`config.mk`:
```
export PLATFORM = sky130hd
export DESIGN_NAME = expression_text_normalizer
export DESIGN_NICKNAME = d
export VERILOG_FILES = /design/src/design/etn_pkg.sv /design/src/design/etn_scan_unit.sv /design/src/design/etn_rsp_reg.sv /design/src/design/expression_text_normalizer.sv
export SDC_FILE = /design/constraint.sdc
export NUM_CORES = 1
export LEC_CHECK = 0
export BUFFER_PORTS_ARGS = -buffer_cell sky130_fd_sc_hd__buf_2
export CORE_UTILIZATION = 30
export DETAILED_ROUTE_END_ITERATION = 8
export SLEW_MARGIN = 25
export SYNTH_ARGS = -nofsm -noshare
export SYNTH_HDL_FRONTEND = slang
export SYNTH_HIERARCHICAL = 1
export SYNTH_SLANG_ARGS = --single-unit
```
`constraint.sdc`:
```
create_clock -name clock -period 5 [get_ports clock]
set_clock_uncertainty 0.05 [all_clocks]
set_input_delay 0.25 -clock clock [delete_from_list [all_inputs] [get_ports clock]]
set_output_delay 0.25 -clock clock [all_outputs]
set_load 0.05 [all_outputs]
```
`src/design/etn_pkg.sv`:
```
// Package for the expression text normalizer: transfer payload types,
// scanner state types, the function-name table and the name matcher.
// No dependencies; used by every module of the block.
package etn_pkg;

   localparam int MAX_CHARS = 256;
   localparam int CNT_W     = $clog2(MAX_CHARS + 1);
   localparam int NAME_NUM  = 10;

   typedef struct packed {
      logic [7:0] in_char;
      logic       in_last;
   } req_type;

   typedef struct packed {
      logic [7:0] out_char;
      logic       char_valid;
      logic       out_last;
      logic       name_error;
      logic       space_error;
      logic       length_error;
   } rsp_type;

   typedef logic [3:0][7:0] buf_type;

   typedef struct packed {
      logic at_operand_start;
      logic after_number;
      logic space_after_number;
   } scan_state_type;

   typedef struct packed {
      buf_type        buf_chars;
      logic [1:0]     hcount;
      logic [2:0]     count;
      scan_state_type sstate;
      logic           emit;
      logic [7:0]     emit_char;
      logic           name_err;
      logic           space_err;
   } scan_result_type;

   typedef struct packed {
      logic       full;
      logic       prefix;
      logic [7:0] code;
   } match_type;

   typedef enum logic [1:0] {
      ST_IDLE,
      ST_SCAN,
      ST_FINISH
   } state_type;

   localparam logic [7:0] CH_SPACE  = " ";
   localparam logic [7:0] CH_LPAREN = "(";
   localparam logic [7:0] CH_PLUS   = "+";
   localparam logic [7:0] CH_MINUS  = "-";
   localparam logic [7:0] CH_TILDE  = "~";
   localparam logic [7:0] CH_DOT    = ".";
   localparam logic [7:0] CH_ZERO   = "0";
   localparam logic [7:0] CH_NINE   = "9";

   localparam logic [7:0] NAME_TEXT [NAME_NUM][4] = '{
      '{"a", "c", "o", "s"}, '{"a", "s", "i", "n"}, '{"a", "t", "a", "n"},
      '{"s", "q", "r", "t"}, '{"c", "o", "s", 8'h00}, '{"s", "i", "n", 8'h00},
      '{"t", "a", "n", 8'h00}, '{"l", "n", 8'h00, 8'h00},
      '{"l", "o", "g", 8'h00}, '{"m", "o", "d", 8'h00}};
   localparam logic [2:0] NAME_LEN [NAME_NUM] = '{
      3'd4, 3'd4, 3'd4, 3'd4, 3'd3, 3'd3, 3'd3, 3'd2, 3'd3, 3'd3};
   localparam logic [7:0] NAME_CODE [NAME_NUM] = '{
      "C", "S", "T", "q", "c", "s", "t", "n", "g", "m"};

   function automatic logic starts_name(input logic [7:0] c);
      return c == "c" || c == "s" || c == "t" || c == "a" || c == "l" || c == "m";
   endfunction

   function automatic match_type classify(input buf_type cand, input logic [2:0] len);
      match_type m;
      logic      hit;
      m = '0;
      for (int k = 0; k < NAME_NUM; k++) begin
         hit = (len <= NAME_LEN[k]);
         for (int i = 0; i < 4; i++) begin
            if (3'(i) < len && cand[i] != NAME_TEXT[k][i]) begin
               hit = 1'b0;
            end
         end
         if (hit && len == NAME_LEN[k]) begin
            m.full = 1'b1;
            m.code = NAME_CODE[k];
         end else if (hit) begin
            m.prefix = 1'b1;
         end
      end
      return m;
   endfunction

endpackage

```
`src/design/etn_scan_unit.sv`:
```
// Shared scan step: takes one character of the work buffer through name
// matching, space checking and sign conversion. Depends on etn_pkg.
module etn_scan_unit (
   input  etn_pkg::buf_type         buf_chars,
   input  logic [1:0]               hcount,
   input  logic [2:0]               count,
   input  etn_pkg::scan_state_type  sstate,
   input  logic                     flush,
   output etn_pkg::scan_result_type res
);

   logic [7:0]          c;
   logic [7:0]          x;
   logic                do_space;
   logic [2:0]          shift;
   logic [2:0]          idx;
   logic                numeric;
   etn_pkg::match_type  m;

   always_comb begin
      c        = buf_chars[hcount];
      m        = etn_pkg::classify(buf_chars, {1'b0, hcount} + 3'd1);
      x        = c;
      do_space = 1'b0;
      shift    = 3'd0;
      res          = '0;
      res.hcount   = hcount;
      res.sstate   = sstate;

      if (flush) begin
         x            = buf_chars[0];
         do_space     = 1'b1;
         shift        = 3'd1;
         res.hcount   = 2'd0;
         res.name_err = 1'b1;
      end else if (hcount == 2'd0) begin
         if (etn_pkg::starts_name(c)) begin
            res.hcount = 2'd1;
         end else begin
            do_space = 1'b1;
            shift    = 3'd1;
         end
      end else if (m.full) begin
         x          = m.code;
         do_space   = 1'b1;
         shift      = {1'b0, hcount} + 3'd1;
         res.hcount = 2'd0;
      end else if (m.prefix && hcount != 2'd3) begin
         res.hcount = hcount + 2'd1;
      end else begin
         x            = buf_chars[0];
         do_space     = 1'b1;
         shift        = 3'd1;
         res.hcount   = 2'd0;
         res.name_err = 1'b1;
      end

      for (int i = 0; i < 4; i++) begin
         idx = 3'(i) + shift;
         res.buf_chars[i] = (idx < 3'd4) ? buf_chars[idx[1:0]] : 8'h00;
      end
      res.count = count - shift;

      numeric = (x >= etn_pkg::CH_ZERO && x <= etn_pkg::CH_NINE) || x == etn_pkg::CH_DOT;
      res.emit_char = x;
      if (do_space) begin
         if (x == etn_pkg::CH_SPACE) begin
            if (sstate.after_number) begin
               res.sstate.space_after_number = 1'b1;
            end
         end else begin
            if (numeric) begin
               if (sstate.after_number && sstate.space_after_number) begin
                  res.space_err = 1'b1;
               end
               res.sstate.after_number = 1'b1;
            end else begin
               res.sstate.after_number = 1'b0;
            end
            res.sstate.space_after_number = 1'b0;
            res.emit = 1'b1;
            if (x == etn_pkg::CH_LPAREN) begin
               res.sstate.at_operand_start = 1'b1;
            end else if (sstate.at_operand_start) begin
               res.sstate.at_operand_start = 1'b0;
               if (x == etn_pkg::CH_PLUS) begin
                  res.emit = 1'b0;
               end else if (x == etn_pkg::CH_MINUS) begin
                  res.emit_char = etn_pkg::CH_TILDE;
               end
            end
         end
      end
   end

endmodule

```
`src/design/etn_rsp_reg.sv`:
```
// Result output register: holds one result transfer until the consumer
// takes it. Depends on etn_pkg.
module etn_rsp_reg (
   input  logic             clock,
   input  logic             reset,
   input  logic             load,
   input  etn_pkg::rsp_type load_data,
   output logic             free,
   output logic             rsp_valid,
   input  logic             rsp_stall,
   output etn_pkg::rsp_type rsp_data
);

   logic             valid_ff, valid_in;
   etn_pkg::rsp_type data_ff, data_in;

   always_comb begin
      free     = !valid_ff || !rsp_stall;
      valid_in = valid_ff && !free;
      data_in  = data_ff;
      if (load) begin
         valid_in = 1'b1;
         data_in  = load_data;
      end
   end

   always_ff @(posedge clock) begin
      if (reset) begin
         valid_ff <= 1'b0;
      end else begin
         valid_ff <= valid_in;
      end
      data_ff <= data_in;
   end

   assign rsp_valid = valid_ff;
   assign rsp_data  = data_ff;

endmodule

```
`src/design/expression_text_normalizer.sv`:
```
// Expression text normalizer, top level: sequencer around the shared scan
// unit and the result register. Depends on etn_pkg, etn_scan_unit, etn_rsp_reg.
// Per character: an accept step, then scan steps (failed names and end-of-text
// flushes rescan held letters), a done check and a finish step; scan steps and
// the finish step can wait on a stalled result register.
// Synchronous active-high reset clears the sequencer and scan state, but not the work buffer or the pending character.
module expression_text_normalizer (
   input  logic             clock,
   input  logic             reset,
   input  logic             req_valid,
   output logic             req_stall,
   input  etn_pkg::req_type req_data,
   output logic             rsp_valid,
   input  logic             rsp_stall,
   output etn_pkg::rsp_type rsp_data
);

   etn_pkg::state_type       state_ff, state_in;
   etn_pkg::buf_type         buf_ff, buf_in;
   logic [1:0]               hcount_ff, hcount_in;
   logic [2:0]               count_ff, count_in;
   etn_pkg::scan_state_type  sstate_ff, sstate_in;
   logic                     name_err_ff, name_err_in;
   logic                     space_err_ff, space_err_in;
   logic                     len_over_ff, len_over_in;
   logic [etn_pkg::CNT_W-1:0] char_count_ff, char_count_in;
   logic                     last_ff, last_in;
   logic                     pend_valid_ff, pend_valid_in;
   logic [7:0]               pend_char_ff, pend_char_in;

   logic                     flush;
   logic                     work;
   logic                     step_ok;
   logic                     load;
   logic                     free;
   etn_pkg::rsp_type         load_data;
   etn_pkg::scan_result_type res;

   assign flush = last_ff && hcount_ff != 2'd0 && {1'b0, hcount_ff} == count_ff;
   assign work  = ({1'b0, hcount_ff} != count_ff) || flush;

   etn_scan_unit u_scan (
      .buf_chars (buf_ff),
      .hcount    (hcount_ff),
      .count     (count_ff),
      .sstate    (sstate_ff),
      .flush     (flush),
      .res       (res)
   );

   etn_rsp_reg u_rsp (
      .clock     (clock),
      .reset     (reset),
      .load      (load),
      .load_data (load_data),
      .free      (free),
      .rsp_valid (rsp_valid),
      .rsp_stall (rsp_stall),
      .rsp_data  (rsp_data)
   );

   assign req_stall = (state_ff != etn_pkg::ST_IDLE);
   assign step_ok   = free || !pend_valid_ff;

   always_comb begin
      state_in      = state_ff;
      buf_in        = buf_ff;
      hcount_in     = hcount_ff;
      count_in      = count_ff;
      sstate_in     = sstate_ff;
      name_err_in   = name_err_ff;
      space_err_in  = space_err_ff;
      len_over_in   = len_over_ff;
      char_count_in = char_count_ff;
      last_in       = last_ff;
      pend_valid_in = pend_valid_ff;
      pend_char_in  = pend_char_ff;
      load          = 1'b0;
      load_data     = '0;
      load_data.out_char   = pend_char_ff;
      load_data.char_valid = pend_valid_ff;

      case (state_ff)
         etn_pkg::ST_IDLE: begin
            if (req_valid) begin
               last_in  = req_data.in_last;
               state_in = etn_pkg::ST_SCAN;
               if (char_count_ff < etn_pkg::CNT_W'(etn_pkg::MAX_CHARS)) begin
                  char_count_in           = char_count_ff + etn_pkg::CNT_W'(1);
                  buf_in[count_ff[1:0]]   = req_data.in_char;
                  count_in                = count_ff + 3'd1;
               end else begin
                  len_over_in = 1'b1;
               end
            end
         end
         etn_pkg::ST_SCAN: begin
            if (!work) begin
               state_in = etn_pkg::ST_FINISH;
            end else if (step_ok) begin
               buf_in       = res.buf_chars;
               hcount_in    = res.hcount;
               count_in     = res.count;
               sstate_in    = res.sstate;
               name_err_in  = name_err_ff || res.name_err;
               space_err_in = space_err_ff || res.space_err;
               if (res.emit) begin
                  load          = pend_valid_ff;
                  pend_valid_in = 1'b1;
                  pend_char_in  = res.emit_char;
               end
            end
         end
         etn_pkg::ST_FINISH: begin
            if (!pend_valid_ff && !last_ff) begin
               state_in = etn_pkg::ST_IDLE;
            end else if (free) begin
               load                   = 1'b1;
               load_data.out_char     = pend_valid_ff ? pend_char_ff : 8'h00;
               load_data.out_last     = last_ff;
               load_data.name_error   = last_ff && name_err_ff;
               load_data.space_error  = last_ff && space_err_ff;
               load_data.length_error = last_ff && len_over_ff;
               pend_valid_in          = 1'b0;
               state_in               = etn_pkg::ST_IDLE;
               if (last_ff) begin
                  hcount_in     = 2'd0;
                  count_in      = 3'd0;
                  sstate_in     = '{at_operand_start: 1'b1, after_number: 1'b0,
                                    space_after_number: 1'b0};
                  name_err_in   = 1'b0;
                  space_err_in  = 1'b0;
                  len_over_in   = 1'b0;
                  char_count_in = '0;
               end
            end
         end
         default: begin
            state_in = etn_pkg::ST_IDLE;
         end
      endcase
   end

   always_ff @(posedge clock) begin
      if (reset) begin
         state_ff      <= etn_pkg::ST_IDLE;
         hcount_ff     <= 2'd0;
         count_ff      <= 3'd0;
         sstate_ff     <= '{at_operand_start: 1'b1, after_number: 1'b0,
                            space_after_number: 1'b0};
         name_err_ff   <= 1'b0;
         space_err_ff  <= 1'b0;
         len_over_ff   <= 1'b0;
         char_count_ff <= '0;
         last_ff       <= 1'b0;
         pend_valid_ff <= 1'b0;
      end else begin
         state_ff      <= state_in;
         hcount_ff     <= hcount_in;
         count_ff      <= count_in;
         sstate_ff     <= sstate_in;
         name_err_ff   <= name_err_in;
         space_err_ff  <= space_err_in;
         len_over_ff   <= len_over_in;
         char_count_ff <= char_count_in;
         last_ff       <= last_in;
         pend_valid_ff <= pend_valid_in;
      end
      buf_ff       <= buf_in;
      pend_char_ff <= pend_char_in;
   end

endmodule
```
==> summary.txt, run 1 <==
Run status
  – Result of the run: finished clean

STA
  – Number of failing setup endpoints in the final timing report: 0
  – Slew Limit Fails: 0
  – Post-layout minimum cycle time: 4620 ps
  – Endpoints failing hold: 0
  – Worst Max-Slew Pin Slew: 898 ps
  – Period Utilization, post-route: 92.5%
  – Headroom to the max-slew limit: 40.1%
  – Max Freq: 216 MHz
  – RSZ-0062 raised after global routing: no
  – Worst hold margin: 93.6 ps
  – Setup_tns: 0 ps

Synth
  – Cell variety after synth: 93
  – Syn Inst Count: 631
  – Sequential element share of the synthesized area: 32.6%
  – Mean instance size in the synthesized netlist: 10.2 µm²
  – Share of flip-flops with an asynchronous set or reset after synthesis: 0%
  – Top-area cell type share of the netlist area: 24.8%
  – Post-synth net total: 662
  – Leading register cell type out of synthesis: edfxtp_1
  – Top cells by area, synth: edfxtp_1 25%, dfxtp_1 7.8%, mux4_1 6.1%, a22o_1 4.6%, ha_1 3.3%
  – Cell taking the most area after synthesis: edfxtp_1
  – Netlist area before placement: 6420 µm²
  – Register bit total from synthesis: 78
  – Synth warn: 6
  – Number of enable-type register cells in the synthesized netlist: 53

Route
  – Wire length on met2: 7810 µm
  – Metal1 wirelength: 8120 µm
  – Antenna Nets Post-Route: 0
  – Residual DRC: 0
  – Detailed-router iteration count before antenna repair: 5
  – Routed length per placed instance: 18.8 µm
  – DR WL met3: 1070 µm
  – Average via count per standard cell: 5.77
  – Vias after detailed routing: 5348
  – Total wire length: 17400 µm
  – DRC violation total after the first TritonRoute iteration: 611
  – Uppermost metal layer occupied by signal nets: met4

Global routing
  – Overall track demand over capacity in global routing: 16.4%
  – Vias in the first global route: 5017
  – Largest net degree at the start of global routing: 54
  – Remaining global-route overflow: 0
  – Antenna violations before repair: 0
  – First-pass GRT wire length: 27900 µm

Layout
  – Most frequent standard cell in the layout excluding fill and tap cells: edfxtp_1
  – Count of fill cells added during filler insertion: 2143
  – Commonest cells after routing, fill and taps aside: 53 x edfxtp_1, 41 x nor2_1, 34 x a22o_1, 34 x nand2_1, 32 x nor2b_1
  – Number of diodes added for antenna fixing: 0
  – Post-layout nets: 678
  – Layout-stage area growth over the synthesis result: 11.2%
  – Fraction of layout cells with a size suffix above 1: 17.2%

Clock tree
  – H-tree lvl count: 3
  – Post-CTS resize count: 0
  – Clock-pin slew reported for the worst setup and hold paths after clock tree synthesis: 70 ps
  – Number of CTS-inserted buffers: 9
  – Clock root buffer: clkbuf_16
  – Clock latency of the later-clocked register in the worst-skew pair: 360 ps
  – CTS tree: built
  – Clock Sinks: 78
  – Number of setup buffers added after CTS: 0
  – Hold buffers post-CTS: 0
  – Maximum count of clock buffers along a single path: 2

Die
  – FP Rows: 53
  – Die Span X: 148 µm
  – Count of boundary I/O pins: 28
  – Die Footprint: 22000 µm²
  – Initial Utilization: 30.5%
  – Vertical die dimension: 148 µm
  – Area of the core: 21000 µm²

Placement
  – Number of buffers added on ports: 27
  – Routability congestion estimate from global placement: 0.927
  – Final HPWL DP: 12700 µm

Worst setup path
  – Required arrival time at the worst endpoint: 5070 ps
  – Launching element type of the critical path: flip-flop
  – Worst Setup End Kind: flip-flop
  – Highest fanout seen on the critical path: 34
  – Data arrival, critical path: 4690 ps
  – Type of the worst setup path: flip-flop to flip-flop

Power
  – Total power density per cell area: 525 nW/µm²
  – Worst vdd rail ir drop: 0.000261 V
  – Leakage component of the power: 2.56 nW

Worst hold path
  – Path class of the lowest-slack min-delay path: input port to flip-flop

Run
  – Reported max-cap violation count: 0
path summary, 6_finish.rpt:
check | start | end | slack (ps) | cells past startpoint
min | rsp_stall | u_rsp/rsp_valid | 90 | 3
max | hcount_ff[0] | buf_ff[11] | 380 | 14
max reg2reg | hcount_ff[0] | buf_ff[11] | 380 | 14
min reg2reg | sstate_ff[0] | sstate_ff[0] | 450 | 2
cells in the mapped netlist, types with 5 or more instances:
cell	count
a211o_1	5
a21oi_1	28
inv_1	27
nor4_1	7
buf_1	6
o22ai_1	18
nand3_1	5
mux4_1	15
nand4_1	19
dfxtp_1	25
nor3_1	10
and2_1	20
nor2_1	41
buf_2	9
buf_4	5
a31oi_1	10
edfxtp_1	53
and3_1	5
nand2b_1	12
nor4bb_1	7
nand2_1	34
a22o_1	34
mux4_2	9
a21o_1	6
clkbuf_1	19
nor2b_1	32
o21ai_0	12
ha_1	17
xnor2_1	5
mux2i_1	18
and4b_1	5
a41oi_1	11
xor2_1	6
critical path, cell delays in order, from the launching register on:
cell and delay, ps:
dfxtp_4 490, inv_1 120, ha_1 240, or2_2 370, a41oi_2 260, nor4_1 140
or2_1 280, nor4bb_1 300, buf_4 230, a21oi_4 80, a211oi_4 290, buf_4 490
mux4_1 650, nor2b_1 150, a22o_1 220
power by group:
part,internal [mW],switching (mW),total (mW)
registers,0.926,0.251,1.18
clock network,0.394,0.303,0.697
logic,0.804,1.07,1.87
total,2.12,1.62,3.74
metrics by stage:
step	power [mW]	utilization [%]	setup slack, ps	instance area [µm²]	std cells
after floorplan	2.54	-	1.58	6450	631
after global placement	3.01	32.5	473	6820	911
after detailed placement	3.03	32.5	467	6830	911
after CTS	3.73	33.9	415	7130	927
after global routing	3.97	34.0	119	7140	927
final	3.74	34.0	377	7140	927
logic make-up after synthesis:
group	count (synthesis)	share of synthesized area (%)
AOI/OAI and AO/OA	181	22.9
muxes	43	12.3
adders and majority gates	18	3.63
DFF	78	32.6
and+or+nand+nor	226	21.3
xor gates and xnor gates	12	1.75
buffers and inverters	73	5.54
routing by layer:
metal  up-vias  global-route usage, %
met5         -                      0
met4         0                   7.27
met3        27                   2.76
met2       183                   24.6
met1      2615                   22.9
li1       2523                      -
registers in the layout (all words and copies together) (netlist names), 2 cells and up:
register and flops:
buf_ff 32, u_rsp/rsp_data 13, char_count_ff 9, pend_char_ff 8, count_ff 3, sstate_ff 3, hcount_ff 2, state_ff 2
cell type report:
cell class	instances	area [µm²]	area share [%]
clock buffer	9	225	3.16
clock inverter	7	77.6	1.09
inverter	29	111	1.56
multi-input combinational	480	3980	55.8
sequential	78	2100	29.4
tap	275	344	4.82
timing repair buffer	49	300	4.21
No activity file was read; power rests on OpenSTA's default activity.
==> run 2, diff against run 1 <==
BUFFER_PORTS_ARGS = -buffer_cell sky130_fd_sc_hd__clkbuf_2   (was -buffer_cell sky130_fd_sc_hd__buf_2)
==> run 2 against run 1 <==
Against the previous run:
- die area stayed put
- non-clock buffer count is 1 higher
- clock-buffer cell count stayed put
- worst setup slack worse by 5.5 ps
- cell count is 0.11% higher
- maximum frequency is 0.12% lower
- utilization is 0.060 points higher
- highest routed layer unchanged
==> summary.txt, run 2 (same netlist as run 1, synthesis figures left out) <==
Run status
  – Result of the run: finished clean

Placement
  – Worst Setup Slack post-DPL: 470 ps
  – Routability congestion estimate from global placement: 0.856
  – Final HPWL DP: 12600 µm
  – Cell area reported after detailed placement: 6830 µm²
  – Number of buffers added on ports: 27

STA
  – Setup_tns: 0 ps
  – Max Freq: 216 MHz
  – Slew Limit Fails: 0
  – Endpoints failing hold: 0
  – Number of failing setup endpoints in the final timing report: 0
  – Post-layout minimum cycle time: 4630 ps
  – Setup slack after layout: 372 ps
  – Headroom to the max-slew limit: 31.2%
  – Worst Max-Slew Pin Slew: 1030 ps
  – Period Utilization, post-route: 92.6%
  – RSZ-0062 raised after global routing: no

Clock tree
  – Number of CTS-inserted buffers: 9
  – Clock root buffer: clkbuf_16
  – CTS tree: built
  – Maximum count of clock buffers along a single path: 2
  – Clock latency of the later-clocked register in the worst-skew pair: 350 ps
  – Clock-pin slew reported for the worst setup and hold paths after clock tree synthesis: 70 ps
  – H-tree lvl count: 3
  – Clock Sinks: 78

Die
  – FP Rows: 53
  – Die Span X: 148 µm
  – Initial Utilization: 30.5%
  – Area of the core: 21000 µm²
  – Count of boundary I/O pins: 28
  – Vertical die dimension: 148 µm
  – Die Footprint: 22000 µm²

Route
  – DRC violation total after the first TritonRoute iteration: 410
  – Routed length per placed instance: 18.8 µm
  – Residual DRC: 0
  – Detailed-router iteration count before antenna repair: 8
  – Vias after detailed routing: 5384
  – Total wire length: 17400 µm
  – Average via count per standard cell: 5.80
  – Antenna Nets Post-Route: 0

Layout
  – Core Util, Final: 34.0%
  – Count of fill cells added during filler insertion: 2102
  – Flip-flop count of the largest register after layout: 32
  – Most frequent standard cell in the layout excluding fill and tap cells: edfxtp_1
  – Layout-stage area growth over the synthesis result: 11.4%
  – Post-layout nets: 679
  – Most flop-heavy register: buf_ff
  – Final instance area: 7150 µm²
  – Fraction of layout cells with a size suffix above 1: 17.3%
  – Number of diodes added for antenna fixing: 0
  – Commonest cells after routing, fill and taps aside: 53 x edfxtp_1, 41 x nor2_1, 34 x a22o_1, 34 x nand2_1, 32 x nor2b_1

Worst setup path
  – Required arrival time at the worst endpoint: 5060 ps
  – Worst reg2reg path depth: 14
  – Worst Setup End Kind: flip-flop
  – End of the worst register-to-register path: buf_ff[8]
  – Type of the worst setup path: flip-flop to flip-flop
  – Launching element type of the critical path: flip-flop
  – Setup slack on the worst flop-to-flop path: 370 ps
  – Timing startpoint of the critical path: hcount_ff[1]
  – Data arrival, critical path: 4690 ps
  – Highest fanout seen on the critical path: 34
  – Launch instance of the worst register-to-register path: hcount_ff[1]

Power
  – Seq pwr share: 31.8%
  – Switching power summed over all nets: 1.61 mW
  – Internal power: 2.12 mW
  – Proportion of power drawn by the clock network: 18.4%
  – Switching portion of total power: 43.1%
  – Total power density per cell area: 521 nW/µm²
  – Relative contribution of combinational cells to total power: 49.8%
  – Worst vdd rail ir drop: 0.000204 V
  – Leakage component of the power: 2.57 nW
  – Overall power after layout: 3.73 mW

Worst hold path
  – Source of the worst hold timing path: req_data[0]
  – Cell depth of the worst hold path: 3
  – Endpoint with the worst hold slack: last_ff
  – Path class of the lowest-slack min-delay path: input port to flip-flop

Global routing
  – First-pass GRT wire length: 27000 µm
  – Remaining global-route overflow: 0
  – Vias in the first global route: 4787
  – Antenna violations before repair: 0
  – Largest net degree at the start of global routing: 55
  – Overall track demand over capacity in global routing: 15.9%

Run
  – Reported max-cap violation count: 0
==> run 2: cell count changes in the layout (fill, tap and decap cells not counted), sizes merged <==
cell | before | now
clkinvlp | 0 | 1
buf | 49 | 23
inv | 32 | 31
clkbuf | 9 | 36
==> run 2: cell type report <==
type	count	area [µm²]	share of cell area (%)
Clock buffer	9	225	3.15
Clock inverter	7	80.1	1.12
Inverter	29	111	1.56
Multi-Input combinational cell	480	3990	55.7
Sequential cell	78	2100	29.3
Tap cell	275	344	4.81
Timing Repair Buffer	50	308	4.30
==> run 2: worst max path at each step <==
stage | endpoint | slack, ps | depth (start not counted)
final | buf_ff[8] | 370 | 14
after global placement | buf_ff[11] | 500 | 14
after global routing | u_rsp/rsp_data[10] | 110 | 15
after floorplan | buf_ff[14] | 2 | 23
after CTS | buf_ff[8] | 440 | 14
after detailed placement | buf_ff[8] | 470 | 14
==> run 2: worst max-delay path: stages, from the launching register on <==
cell      delay [ps]
dfxtp_1          410
inv_1            110
ha_1             230
or2_2            390
a41oi_2          300
nor4_2           110
or2_1            280
nor4bb_1         290
buf_4            230
a21oi_4          120
a211oi_4         290
buf_4            500
mux4_1           660
nor2b_1          160
a22o_1           230
==> run 2: power groups by stage <==
| stage | sequential [mW] | combinational, mW | clock (mW) |
|---|---|---|---|
| floorplan | 1.05 | 1.49 | 0 |
| global placement | 1.18 | 1.82 | 0 |
| detailed placement | 1.19 | 1.81 | 0 |
| CTS | 1.18 | 1.83 | 0.696 |
| global route | 1.21 | 1.99 | 0.721 |
| finish | 1.19 | 1.86 | 0.686 |
==> run 2: metal layers <==
layer  vias to the layer above  track usage, %  part of all wire (%)
li1                       2521               -                     -
met2                       222            24.3                    45
met1                      2605            21.9                    47
met3                        36            3.71                   6.5
met5                         -               0                     0
met4                         0            5.72                   2.1
==> run 2: repair_timing <==
action	CTS	global route
buffers inserted	0	0
setup endpoints to repair	0	13
hold buffers	0	0
resized for setup	0	1
==> run 2: per-stage QoR <==
step | instances | hold slack [ps]
after global placement | 912 | 422
after floorplan | 631 | 272
after global routing | 928 | 82.6
after CTS | 928 | 65.1
after detailed placement | 912 | 439
final | 928 | 73.9
==> run 3, diff against run 2 <==
ABC_AREA = 1   (was unset)
CTS_CLUSTER_SIZE = 25   (was unset)
==> run 3 against run 2 <==
Against the previous run:
- the run now ends with design-rule violations left
- global-route usage increased by 1.5 points
- routed wire length grew 6.8%
- area after synthesis about the same
- clock-buffer cell count stayed put
- utilization fell by 0.35 points
- sequential share of layout area increased by 0.35 points
- clock power rose by 0.7%
- critical path type unchanged
- critical endpoint is now buf_ff[15]
==> summary.txt, run 3 <==
Die
  – Die Footprint: 22000 µm²
  – Area of the core: 21000 µm²
  – Initial Utilization: 30.6%
  – Die Span X: 148 µm
  – Count of boundary I/O pins: 28
  – Vertical die dimension: 148 µm
  – FP Rows: 53

Power
  – Leakage component of the power: 3.13 nW
  – Total power density per cell area: 686 nW/µm²
  – Worst vdd rail ir drop: 0.000318 V
  – Overall power after layout: 4.84 mW

Placement
  – Final HPWL DP: 14000 µm
  – Number of buffers added on ports: 27
  – Worst Setup Slack post-DPL: 502 ps
  – Cell area reported after detailed placement: 6750 µm²
  – Routability congestion estimate from global placement: 0.903

Layout
  – Final instance area: 7050 µm²
  – Most frequent standard cell in the layout excluding fill and tap cells: nand2_1
  – Fraction of layout cells with a size suffix above 1: 11.7%
  – Commonest cells after routing, fill and taps aside: 297 x nand2_1, 147 x nor2_1, 103 x inv_1
  – Flip-flop count of the largest register after layout: 32
  – Most flop-heavy register: buf_ff
  – Number of diodes added for antenna fixing: 0
  – Layout-stage area growth over the synthesis result: 10.0%
  – Core Util, Final: 33.7%
  – Post-layout nets: 1030

Clock tree
  – CTS tree: built
  – Post-CTS resize count: 0
  – Number of CTS-inserted buffers: 9
  – H-tree lvl count: 3
  – Clock root buffer: clkbuf_16
  – Number of setup buffers added after CTS: 0
  – Clock Sinks: 78
  – Maximum count of clock buffers along a single path: 2
  – Clock-pin slew reported for the worst setup and hold paths after clock tree synthesis: 70 ps
  – Hold buffers post-CTS: 0
  – Clock latency of the later-clocked register in the worst-skew pair: 360 ps

Synth
  – Mean instance size in the synthesized netlist: 6.52 µm²
  – Top cells by area, synth: edfxtp_1 25%, nand2_1 17%, nor2_1 8.6%, dfxtp_1 7.8%, o21ai_0 6.1%
  – Top-area cell type share of the netlist area: 24.8%
  – Leading register cell type out of synthesis: edfxtp_1
  – Post-synth net total: 1014
  – Most used standard cells in the synthesized netlist: 297 x nand2_1, 147 x nor2_1, 103 x inv_1, 78 x o21ai_0, 53 x edfxtp_1
  – Netlist area before placement: 6410 µm²
  – Cell variety after synth: 46
  – Register bit total from synthesis: 78
  – Syn Inst Count: 983
  – Cell with the most instances after synthesis: nand2_1
  – Cell taking the most area after synthesis: edfxtp_1
  – Share of flip-flops with an asynchronous set or reset after synthesis: 0%
  – Sequential element share of the synthesized area: 32.6%
  – Synth warn: 6
  – Number of enable-type register cells in the synthesized netlist: 53

Worst setup path
  – Timing startpoint of the critical path: hcount_ff[1]
  – Termination of the worst setup path: buf_ff[15]
  – Launching element type of the critical path: flip-flop
  – Worst reg2reg path depth: 20
  – Launch instance of the worst register-to-register path: hcount_ff[1]
  – Type of the worst setup path: flip-flop to flip-flop
  – Worst Setup End Kind: flip-flop
  – Highest fanout seen on the critical path: 17
  – End of the worst register-to-register path: buf_ff[15]
  – Setup slack on the worst flop-to-flop path: 590 ps
  – Required arrival time at the worst endpoint: 5050 ps
  – Data arrival, critical path: 4460 ps

Route
  – Total wire length: 18600 µm
  – Average via count per standard cell: 4.98
  – Antenna Nets Post-Route: 0
  – Routed length per placed instance: 14.6 µm
  – Residual DRC: 2
  – DRC violation total after the first TritonRoute iteration: 611
  – Vias after detailed routing: 6375
  – Detailed-router iteration count before antenna repair: 7

Global routing
  – Antenna violations before repair: 0
  – Overall track demand over capacity in global routing: 17.4%
  – First-pass GRT wire length: 29800 µm
  – Remaining global-route overflow: 0
  – Largest net degree at the start of global routing: 66
  – Vias in the first global route: 5856

STA
  – Period Utilization, post-route: 88.2%
  – RSZ-0062 raised after global routing: no
  – Headroom to the max-slew limit: 34.6%
  – Max Freq: 227 MHz
  – Setup slack after layout: 589 ps
  – Slew Limit Fails: 0
  – Post-layout minimum cycle time: 4410 ps
  – Worst Max-Slew Pin Slew: 977 ps
  – Setup_tns: 0 ps
  – Endpoints failing hold: 0
  – Number of failing setup endpoints in the final timing report: 0

Run
  – Reported max-cap violation count: 0

Run status
  – Violations in the final reports: design-rule violations
  – Result of the run: finished with violations

Worst hold path
  – Path class of the lowest-slack min-delay path: input port to flip-flop
==> run 3: changes by cell type after synthesis, sizes merged, moves of 34 or more <==
cell / before / now
nand2: 34 / 308
a22o: 34 / 0
nand3: 5 / 49
nor2: 41 / 156
o21ai: 12 / 101
inv: 28 / 121
==> run 3: how the worst min path moves through the flow <==
stage	slack (ps)	to	from	cells past startpoint
floorplan	260	u_rsp/rsp_valid	reset	1
global placement	390	char_count_ff[8]	char_count_ff[8]	2
detailed placement	390	char_count_ff[8]	char_count_ff[8]	2
CTS	110	u_rsp/rsp_valid	reset	2
global route	120	u_rsp/rsp_valid	reset	2
finish	110	u_rsp/rsp_valid	reset	2
==> run 3: per-stage QoR <==
step	hold slack, ps	std cells
global route	117	1279
floorplan	262	983
detailed placement	394	1263
global placement	392	1263
CTS	110	1279
finish	115	1279
==> run 3: routing by layer <==
metal  up-vias  part of all wire [%]  track usage, %
met3        43                   6.2            3.25
met4         0                   3.0            7.22
met1      2907                    46            23.1
li1       3225                     -               -
met2       200                    45            27.8
met5         -                     0               0
==> run 3: cell families (layout without fill, tap and decap cells) <==
family	after synthesis	count (layout)	synth area share, %
compound gates	171	171	14.7
xor+xnor	6	6	0.820
fa+ha+maj	18	18	3.63
buf+inv	151	172	10.1
flops	78	78	32.6
simple gates	559	559	38.1
==> run 3: worst max-delay path, stage by stage (launching register included) <==
cell     delay (ps)
dfxtp_1         600
inv_2           210
ha_1            280
nor2_2          290
nand2_1         120
nand2_1          80
nor2_1           40
nand2_1         110
nand3_2         120
nor3_4          400
nand3_2         140
nand2_4         140
nand2_4         100
nand2_4          80
inv_1            60
ha_2            520
inv_1           320
nor2_1          230
nor3_1           60
nand2_1          90
o21ai_0          80
==> run 3: report_power, final <==
group / total (mW) / switching, mW / internal (mW)
combinational: 2.90 / 2.01 / 0.882
clock: 0.691 / 0.297 / 0.394
sequential: 1.25 / 0.248 / 1.00
total: 4.84 / 2.56 / 2.28
==> run 3: cell type report <==
cell class,count,area [µm²]
inverters,123,462
clock buffers,9,225
flip-flops and latches,78,2090
fillers,2335,13900
multi-input cells,754,3670
repair buffers,33,180
clock inverters,7,78.8
well taps,275,344
